--- src/rtl/core/lkv_pkg.sv ---
package lkv_pkg;

  // Geometry of the cache.
  localparam int CAPACITY = 16;
  localparam int KEY_W    = 64;
  localparam int VAL_W    = 64;
  localparam int IDX_W    = $clog2(CAPACITY);
  localparam int RANK_W   = IDX_W;
  localparam int CNT_W    = $clog2(CAPACITY + 1);
  localparam int CFG_W    = 5;
  localparam int CAP_RST  = 16;

  // Request opcodes.
  localparam logic [1:0] OP_FETCH  = 2'd0;
  localparam logic [1:0] OP_UPDATE = 2'd1;
  localparam logic [1:0] OP_DELETE = 2'd2;

  // Result status codes.
  localparam logic [2:0] STS_HIT         = 3'd0;
  localparam logic [2:0] STS_MISS        = 3'd1;
  localparam logic [2:0] STS_UPDATED     = 3'd2;
  localparam logic [2:0] STS_INSERTED    = 3'd3;
  localparam logic [2:0] STS_INS_EVICT   = 3'd4;
  localparam logic [2:0] STS_DELETED     = 3'd5;
  localparam logic [2:0] STS_DELETE_MISS = 3'd6;
  localparam logic [2:0] STS_REJECTED    = 3'd7;

  typedef struct packed {
    logic [1:0]       opcode;
    logic [KEY_W-1:0] key;
    logic [VAL_W-1:0] new_value;
    logic             new_is_directory;
    logic             value_present;
  } req_t;

  typedef struct packed {
    logic [2:0]       status;
    logic [VAL_W-1:0] out_value;
    logic             out_is_directory;
    logic [KEY_W-1:0] evicted_key;
  } res_t;

  typedef enum logic [1:0] {
    ST_IDLE,
    ST_SCAN,
    ST_COMMIT
  } state_t;

endpackage

--- src/rtl/core/lru_key_value_cache.sv ---
// LRU key-value cache.
//
// Requests arrive on req/req_valid/req_stall and results leave on
// res/res_valid/res_stall. A request is taken at a rising edge where its
// valid is high and its stall is low; every request yields exactly one
// result. The capacity register is written through cfg_we/cfg_data; the
// user must do so only while the block is idle, which it does not enforce.
// Zero acts as one and values above the table depth act as the full depth.
//
// Each request walks all 16 entries through one shared key comparator, one
// entry per cycle, then commits the table and recency updates. A new request
// is taken only once that commit is done and the block is back in idle.
// req_stall is high for the whole walk and commit.
//
// The result sits in an output register. While res_stall holds it, the block
// still accepts and walks the next request; the commit of that request
// waits until the output register is free. A synchronous reset empties the
// table, drops any pending result and restores the capacity to 16.
module lru_key_value_cache
  import lkv_pkg::*;
(
  input  logic             clk,
  input  logic             rst,
  input  logic             req_valid,
  output logic             req_stall,
  input  req_t             req,
  output logic             res_valid,
  input  logic             res_stall,
  output res_t             res,
  input  logic             cfg_we,
  input  logic [CFG_W-1:0] cfg_data
);

  state_t state, state_next;

  // Request held during the walk.
  req_t req_q;

  // Walk position and what the walk has found so far.
  logic [IDX_W-1:0]  scan_idx;
  logic              scan_last;
  logic              hit_found;
  logic [IDX_W-1:0]  hit_idx;
  logic [RANK_W-1:0] hit_rank;
  logic [VAL_W-1:0]  hit_value;
  logic              hit_dir;
  logic              lru_found;
  logic [IDX_W-1:0]  lru_idx;
  logic [KEY_W-1:0]  lru_key;
  logic              free_found;
  logic [IDX_W-1:0]  free_idx;

  // Entry table. Only valid entries are ever read, so only the valid bits
  // and the occupancy count are reset.
  logic [CAPACITY-1:0] entry_valid;
  logic [KEY_W-1:0]    entry_key   [CAPACITY];
  logic [VAL_W-1:0]    entry_value [CAPACITY];
  logic                entry_dir   [CAPACITY];
  logic [RANK_W-1:0]   entry_rank  [CAPACITY];
  logic [CNT_W-1:0]    count;
  logic [CFG_W-1:0]    cap_q;

  // Sequencer strobes.
  logic accept;
  logic scan_en;
  logic commit;
  logic res_take;

  // Commit decisions.
  logic                   is_fetch, is_update, is_delete;
  logic                   upd_ok;
  logic [CFG_W+CNT_W-1:0] cap_wide;
  logic [CNT_W-1:0]       cap_eff;
  logic                   act_touch;
  logic                   act_write;
  logic                   act_drop;
  logic                   act_insert;
  logic                   evict;
  logic [IDX_W-1:0]       slot;
  logic                   entry_match;
  logic                   entry_is_lru;
  res_t                   res_next;

  assign accept    = req_valid && !req_stall;
  assign res_take  = res_valid && !res_stall;
  assign scan_last = (scan_idx == IDX_W'(CAPACITY - 1));

  // Next state of the sequencer.
  always_comb begin
    state_next = state;
    case (state)
      ST_IDLE: begin
        if (req_valid) begin
          state_next = ST_SCAN;
        end
      end
      ST_SCAN: begin
        if (scan_last) begin
          state_next = ST_COMMIT;
        end
      end
      ST_COMMIT: begin
        if (!res_valid || !res_stall) begin
          state_next = ST_IDLE;
        end
      end
      default: begin
        state_next = ST_IDLE;
      end
    endcase
  end

  // Sequencer outputs.
  always_comb begin
    req_stall = 1'b1;
    scan_en   = 1'b0;
    commit    = 1'b0;
    case (state)
      ST_IDLE: begin
        req_stall = 1'b0;
      end
      ST_SCAN: begin
        scan_en = 1'b1;
      end
      ST_COMMIT: begin
        commit = !res_valid || !res_stall;
      end
      default: begin
        req_stall = 1'b1;
      end
    endcase
  end

  always_ff @(posedge clk) begin
    if (rst) begin
      state <= ST_IDLE;
    end else begin
      state <= state_next;
    end
  end

  // The entry under the comparator this cycle.
  assign entry_match  = entry_valid[scan_idx] && (entry_key[scan_idx] == req_q.key);
  // The least recent entry always holds the rank one below the count.
  assign entry_is_lru = entry_valid[scan_idx] &&
                        ({1'b0, entry_rank[scan_idx]} == CNT_W'(count - 1'b1));

  // Walk registers.
  always_ff @(posedge clk) begin
    if (accept) begin
      req_q      <= req;
      scan_idx   <= '0;
      hit_found  <= 1'b0;
      lru_found  <= 1'b0;
      free_found <= 1'b0;
    end else if (scan_en) begin
      if (!scan_last) begin
        scan_idx <= scan_idx + 1'b1;
      end
      if (entry_match && !hit_found) begin
        hit_found <= 1'b1;
        hit_idx   <= scan_idx;
        hit_rank  <= entry_rank[scan_idx];
        hit_value <= entry_value[scan_idx];
        hit_dir   <= entry_dir[scan_idx];
      end
      if (entry_is_lru) begin
        lru_found <= 1'b1;
        lru_idx   <= scan_idx;
        lru_key   <= entry_key[scan_idx];
      end
      if (!entry_valid[scan_idx] && !free_found) begin
        free_found <= 1'b1;
        free_idx   <= scan_idx;
      end
    end
  end

  // Effective capacity: zero acts as one, large values clamp to the depth.
  always_comb begin
    cap_wide = {{CNT_W{1'b0}}, cap_q};
    if (cap_q == '0) begin
      cap_eff = CNT_W'(1);
    end else if (cap_wide > (CFG_W + CNT_W)'(CAPACITY)) begin
      cap_eff = CNT_W'(CAPACITY);
    end else begin
      cap_eff = cap_wide[CNT_W-1:0];
    end
  end

  // What the commit cycle does, and the result it produces.
  always_comb begin
    is_fetch  = (req_q.opcode == OP_FETCH);
    is_update = (req_q.opcode == OP_UPDATE);
    is_delete = (req_q.opcode == OP_DELETE);
    upd_ok    = is_update && req_q.value_present;

    act_touch  = hit_found && (is_fetch || upd_ok);
    act_write  = hit_found && upd_ok;
    act_drop   = hit_found && is_delete;
    evict      = upd_ok && !hit_found && (count >= cap_eff) && lru_found;

    // A freed least-recent entry may be the lowest free slot.
    if (evict && !(free_found && (free_idx < lru_idx))) begin
      slot = lru_idx;
    end else begin
      slot = free_idx;
    end
    act_insert = upd_ok && !hit_found && (evict || free_found);

    res_next = '0;
    if (is_fetch) begin
      if (hit_found) begin
        res_next.status           = STS_HIT;
        res_next.out_value        = hit_value;
        res_next.out_is_directory = hit_dir;
      end else begin
        res_next.status = STS_MISS;
      end
    end else if (upd_ok) begin
      if (hit_found) begin
        res_next.status = STS_UPDATED;
      end else if (evict) begin
        res_next.status      = STS_INS_EVICT;
        res_next.evicted_key = lru_key;
      end else begin
        res_next.status = STS_INSERTED;
      end
    end else if (is_delete) begin
      res_next.status = hit_found ? STS_DELETED : STS_DELETE_MISS;
    end else begin
      res_next.status = STS_REJECTED;
    end
  end

  // Control state: valid bits, occupancy, capacity, result handshake.
  always_ff @(posedge clk) begin
    if (rst) begin
      entry_valid <= '0;
      count       <= '0;
      cap_q       <= CFG_W'(CAP_RST);
      res_valid   <= 1'b0;
    end else begin
      if (cfg_we) begin
        cap_q <= cfg_data;
      end
      if (commit) begin
        res_valid <= 1'b1;
      end else if (res_take) begin
        res_valid <= 1'b0;
      end
      if (commit && act_drop) begin
        entry_valid[hit_idx] <= 1'b0;
        count                <= count - 1'b1;
      end
      if (commit && act_insert) begin
        if (evict) begin
          entry_valid[lru_idx] <= 1'b0;
        end else begin
          count <= count + 1'b1;
        end
        entry_valid[slot] <= 1'b1;
      end
    end
  end

  // Payload state: entry contents, recency ranks and the result register.
  always_ff @(posedge clk) begin
    if (commit) begin
      res <= res_next;
      if (act_touch) begin
        // Entries more recent than the hit age by one.
        for (int i = 0; i < CAPACITY; i++) begin
          if (entry_valid[i] && (entry_rank[i] < hit_rank)) begin
            entry_rank[i] <= entry_rank[i] + 1'b1;
          end
        end
        entry_rank[hit_idx] <= '0;
      end
      if (act_write) begin
        entry_value[hit_idx] <= req_q.new_value;
        entry_dir[hit_idx]   <= req_q.new_is_directory;
      end
      if (act_drop) begin
        // Entries less recent than the freed one move up by one.
        for (int i = 0; i < CAPACITY; i++) begin
          if (entry_valid[i] && (entry_rank[i] > hit_rank)) begin
            entry_rank[i] <= entry_rank[i] - 1'b1;
          end
        end
      end
      if (act_insert) begin
        for (int i = 0; i < CAPACITY; i++) begin
          if (entry_valid[i] && !(evict && (IDX_W'(i) == lru_idx))) begin
            entry_rank[i] <= entry_rank[i] + 1'b1;
          end
        end
        entry_key[slot]   <= req_q.key;
        entry_value[slot] <= req_q.new_value;
        entry_dir[slot]   <= req_q.new_is_directory;
        entry_rank[slot]  <= '0;
      end
    end
  end

endmodule

--- config.mk ---
export PLATFORM = sky130hd
export DESIGN_NAME = lru_key_value_cache
export DESIGN_NICKNAME = d
export VERILOG_FILES = /design/src/rtl/core/lkv_pkg.sv /design/src/rtl/core/lru_key_value_cache.sv
export SDC_FILE = /design/constraint.sdc
export NUM_CORES = 2
export LEC_CHECK = 0
export BUFFER_PORTS_ARGS = -buffer_cell sky130_fd_sc_hd__buf_2
export CAP_MARGIN = 25
export CELL_PAD_IN_SITES_DETAIL_PLACEMENT = 1
export CELL_PAD_IN_SITES_GLOBAL_PLACEMENT = 1
export CORE_UTILIZATION = 55
export DETAILED_ROUTE_END_ITERATION = 8
export GPL_TIMING_DRIVEN = 0
export PLACE_DENSITY = 0.8
export SLEW_MARGIN = 25
export SYNTH_ARGS = -nofsm -noshare
export SYNTH_HDL_FRONTEND = slang
export SYNTH_SLANG_ARGS = --single-unit
export TNS_END_PERCENT = 5
--- constraint.sdc ---
create_clock -name clk -period 22.3 [get_ports clk]
set_input_delay 2.23 -clock clk [delete_from_list [all_inputs] [get_ports clk]]
set_output_delay 2.23 -clock clk [all_outputs]
set_load 0.005 [all_outputs]
==> metrics <==
outcome finished clean; drt via density 6.99; clock transition time at the flip-flop clock pins of the worst setup and hold paths roughly 70 ps; unrepaired setup endpoints after global routing no; sequential cell area fraction in the yosys report 0.739; effective utilization at floorplan 0.555; power density over the cells about 90 mW/mm2; number of placed instances, taps included between 8000 and 9000; number of global-route vias before repair roughly 64000; minimum clock period after layout ~7000 ps; Routed Wire Length between 300000 and 400000 um; number of nets with antenna violations after routing 0; worst relative slew slack 0.160; width of the chip between 400 and 500 um; sum of net half-perimeters after detailed placement approximately 220000 um; cell at the slowest stage of the critical path sky130_fd_sc_hd__o21ai_0; count of port buffers added during placement approximately 270; Routed wire per std cell approximately 40 um; Clock Sinks roughly 2600; CTS HTree Levels 5; worst clock skew ~53 ps; area overhead of the layout relative to synthesis 15.5%; # IOs 276; peak ir drop on the vdd network 0.124 mV; area of the multi-input gates ~0.025 mm2; count of distinct cell types in the synthesized netlist 92; worst min path class reg2reg; number of antenna violations at the first check in global routing 20; number of warnings issued by yosys 0; Top delay family on crit path buffers and inverters; initial drt markers between 10000 and 15000; proportion of layout cells with a drive suffix above 1 0.271; Mapped Area 0.103 mm2; WP data arrival ~7600 ps; number of buffer and inverter instances along the worst setup path 10; Core Area 0.186 mm2; most used flip-flop cell after synthesis sky130_fd_sc_hd__edfxtp_1; vias between 60000 and 70000; # setup viols final 0; measured slew at the worst slew-check pin 1260 ps; die footprint roughly 0.19 mm2; library cell used as clock root buffer sky130_fd_sc_hd__clkbuf_16; total of flip-flops plus latches after synthesis 2577; most common library cell in the layout ignoring fill and taps sky130_fd_sc_hd__edfxtp_1; net count of the finished layout about 6400; total power draw roughly 11 mW; gpl congestion between 0.9 and 1; global-route wire length before repair 489000 um; Worst Path Required around 23000 ps; Max Fanout on Critical Path 10; slowest stage delay, CP between 800 and 900 ps; ordered list of cells on the worst path buf_4 -> clkinv_1 -> buf_2 -> buf_2 -> clkbuf_1 -> a221oi_1 -> a21oi_1 -> o21ai_0 -> nand3_1 -> a21oi_1 -> nand4_1 -> nor4_4 -> buf_4 -> buf_6 -> buf_4 -> buf_8 -> buf_4; net count after synthesis between 5000 and 6000; number of enable-type register cells in the synthesized netlist 2473; kind of launch point of the worst setup path flip-flop; maximum frequency from static timing analysis ~140 MHz; final hold slack 491 ps; std cell rows between 150 and 200; leakage power about 39 nW; cell area after placement ~0.11 mm2; cell area after layout 0.119 mm2; share of synthesized registers carrying an async set or reset 0; final cycle utilization of the critical path 0.312; startpoint-to-endpoint class of the critical path reg2reg; final cell count without fillers 8773; post-CTS resize count 0; count of final hold-check violations 0; DRC violations left 0; clock buffer count from CTS around 280; CTS tree built; maximum clock insertion buffer count 4; GRT Residual Overflow 0; die boundary height roughly 440 um; Max Cap Viol 0; endpoint type of the worst setup path flip-flop; Worst path most repeated cell sky130_fd_sc_hd__buf_4; overall global routing resource usage 0.372; main area contributors after synthesis sky130_fd_sc_hd__edfxtp_1 (72%), sky130_fd_sc_hd__mux4_2 (12%), sky130_fd_sc_hd__mux2i_1 (2.0%); Post-CTS Repair Setup Buffers 0; Synth top area share 0.719; gate count after technology mapping 5284; Post-Synthesis Mean Instance Area slightly below 20 um2; cell taking the most area after synthesis sky130_fd_sc_hd__edfxtp_1; fin. max-slew vios 0; maximum number of pins on one net before global-route repair 44; number of detailed-route iterations in the first pass 6; Clk Latency, worst-skew pair between 900 and 1000 ps; leading cell types in the layout, fill and taps excluded sky130_fd_sc_hd__edfxtp_1 (2473), sky130_fd_sc_hd__mux4_2 (543), sky130_fd_sc_hd__buf_2 (434), sky130_fd_sc_hd__clkbuf_16 (282), sky130_fd_sc_hd__mux2i_1 (210); flip-flop and latch area 0.0763 mm2; Hold Buf Count CTS 0; fillcell total roughly 16000
## layout make-up
type / count / area share
Multi-Input combinational cell: 2355 / 0.213
Buffer: 251 / 0.0116
Clock buffer: 333 / 0.0607
Clock inverter: 126 / 0.00924
Inverter: 101 / 0.00366
Tap cell: 2480 / 0.0260
Sequential cell: 2577 / 0.640
Timing Repair Buffer: 545 / 0.0357
Antenna cell: 5 / 0.000105
## stage by stage
| step | util | setup WS (ps) | setup TNS, ps |
|---|---|---|---|
| final | 0.642 | 15340 | 0 |
| after global routing | 0.641 | 15610 | 0 |
| after CTS | 0.641 | 15670 | 0 |
| after detailed placement | 0.596 | 15220 | 0 |
| after global placement | 0.579 | -12520 | -9816960 |
| after floorplan | - | 4650 | 0 |
## routing by layer
layer	vias to the layer above	track usage	routed length (um)
met2	4956	0.597	169000
met5	-	0	85
met1	31776	0.463	120000
li1	23415	-	-
met4	14	0.237	26200
met3	1206	0.0824	38100
## Yosys cell counts, types with 14 or more instances
| master | count |
|---|---|
| sky130_fd_sc_hd__o221ai_1 | 14 |
| sky130_fd_sc_hd__a21oi_1 | 108 |
| sky130_fd_sc_hd__o31ai_1 | 15 |
| sky130_fd_sc_hd__a31oi_1 | 17 |
| sky130_fd_sc_hd__nor4_1 | 43 |
| sky130_fd_sc_hd__nor2b_1 | 39 |
| sky130_fd_sc_hd__mux2i_1 | 210 |
| sky130_fd_sc_hd__buf_1 | 32 |
| sky130_fd_sc_hd__buf_4 | 27 |
| sky130_fd_sc_hd__nand2b_1 | 36 |
| sky130_fd_sc_hd__o21ai_0 | 81 |
| sky130_fd_sc_hd__nand4_1 | 52 |
| sky130_fd_sc_hd__a221oi_1 | 24 |
| sky130_fd_sc_hd__and2_1 | 92 |
| sky130_fd_sc_hd__buf_6 | 19 |
| sky130_fd_sc_hd__dfxtp_1 | 104 |
| sky130_fd_sc_hd__nand3_1 | 49 |
| sky130_fd_sc_hd__or3_1 | 24 |
| sky130_fd_sc_hd__a21o_1 | 14 |
| sky130_fd_sc_hd__ha_1 | 107 |
| sky130_fd_sc_hd__o21a_1 | 25 |
| sky130_fd_sc_hd__a22oi_1 | 102 |
| sky130_fd_sc_hd__nor3_1 | 52 |
| sky130_fd_sc_hd__xnor2_1 | 61 |
| sky130_fd_sc_hd__nand2_1 | 154 |
| sky130_fd_sc_hd__mux2_2 | 31 |
| sky130_fd_sc_hd__xor2_1 | 26 |
| sky130_fd_sc_hd__nor2_1 | 117 |
| sky130_fd_sc_hd__inv_1 | 97 |
| sky130_fd_sc_hd__buf_2 | 38 |
| sky130_fd_sc_hd__clkbuf_1 | 130 |
| sky130_fd_sc_hd__and3_1 | 99 |
| sky130_fd_sc_hd__edfxtp_1 | 2473 |
| sky130_fd_sc_hd__mux4_2 | 543 |
## sequential cells by signal, indices dropped and copies added, names as in the netlist, 5 cells and up, named ones only
name,cells
entry_key,1024
entry_value,1024
req_q,132
res,132
entry_rank,64
hit_value,64
lru_key,64
entry_dir,16
entry_valid,16
cap_q,5
count,5
## worst paths after layout
kind | endpoint | from | cells after the start | slack, ps
hold / removal | lru_found$_SDFFE_PP0P_ | lru_found$_SDFFE_PP0P_ | 2 | 490
hold reg to reg | lru_found$_SDFFE_PP0P_ | lru_found$_SDFFE_PP0P_ | 2 | 490
setup reg to reg | hit_value[1]$_DFFE_PP_ | flip-flop | 17 | 15340
setup / recovery | hit_value[1]$_DFFE_PP_ | flip-flop | 17 | 15340
## power by group
group          internal [mW]  switching (mW)
registers               5.34          0.0795
logic                  0.432           0.677
clock network           2.53            1.92
## tightest hold or removal path: cells and delay by family (launching register included)
family	cells	cell delay (ps)
flip-flops	1	330
AND/OR/NAND/NOR	2	120
## logic make-up after synthesis
logic type	synth area share
compound gates	0.0375
mux	0.143
fa+ha+maj	0.0143
flops	0.739
xor+xnor	0.00738
buf+inv	0.0164
simple gates	0.0428
No activity file was read; power rests on OpenSTA's default activity.
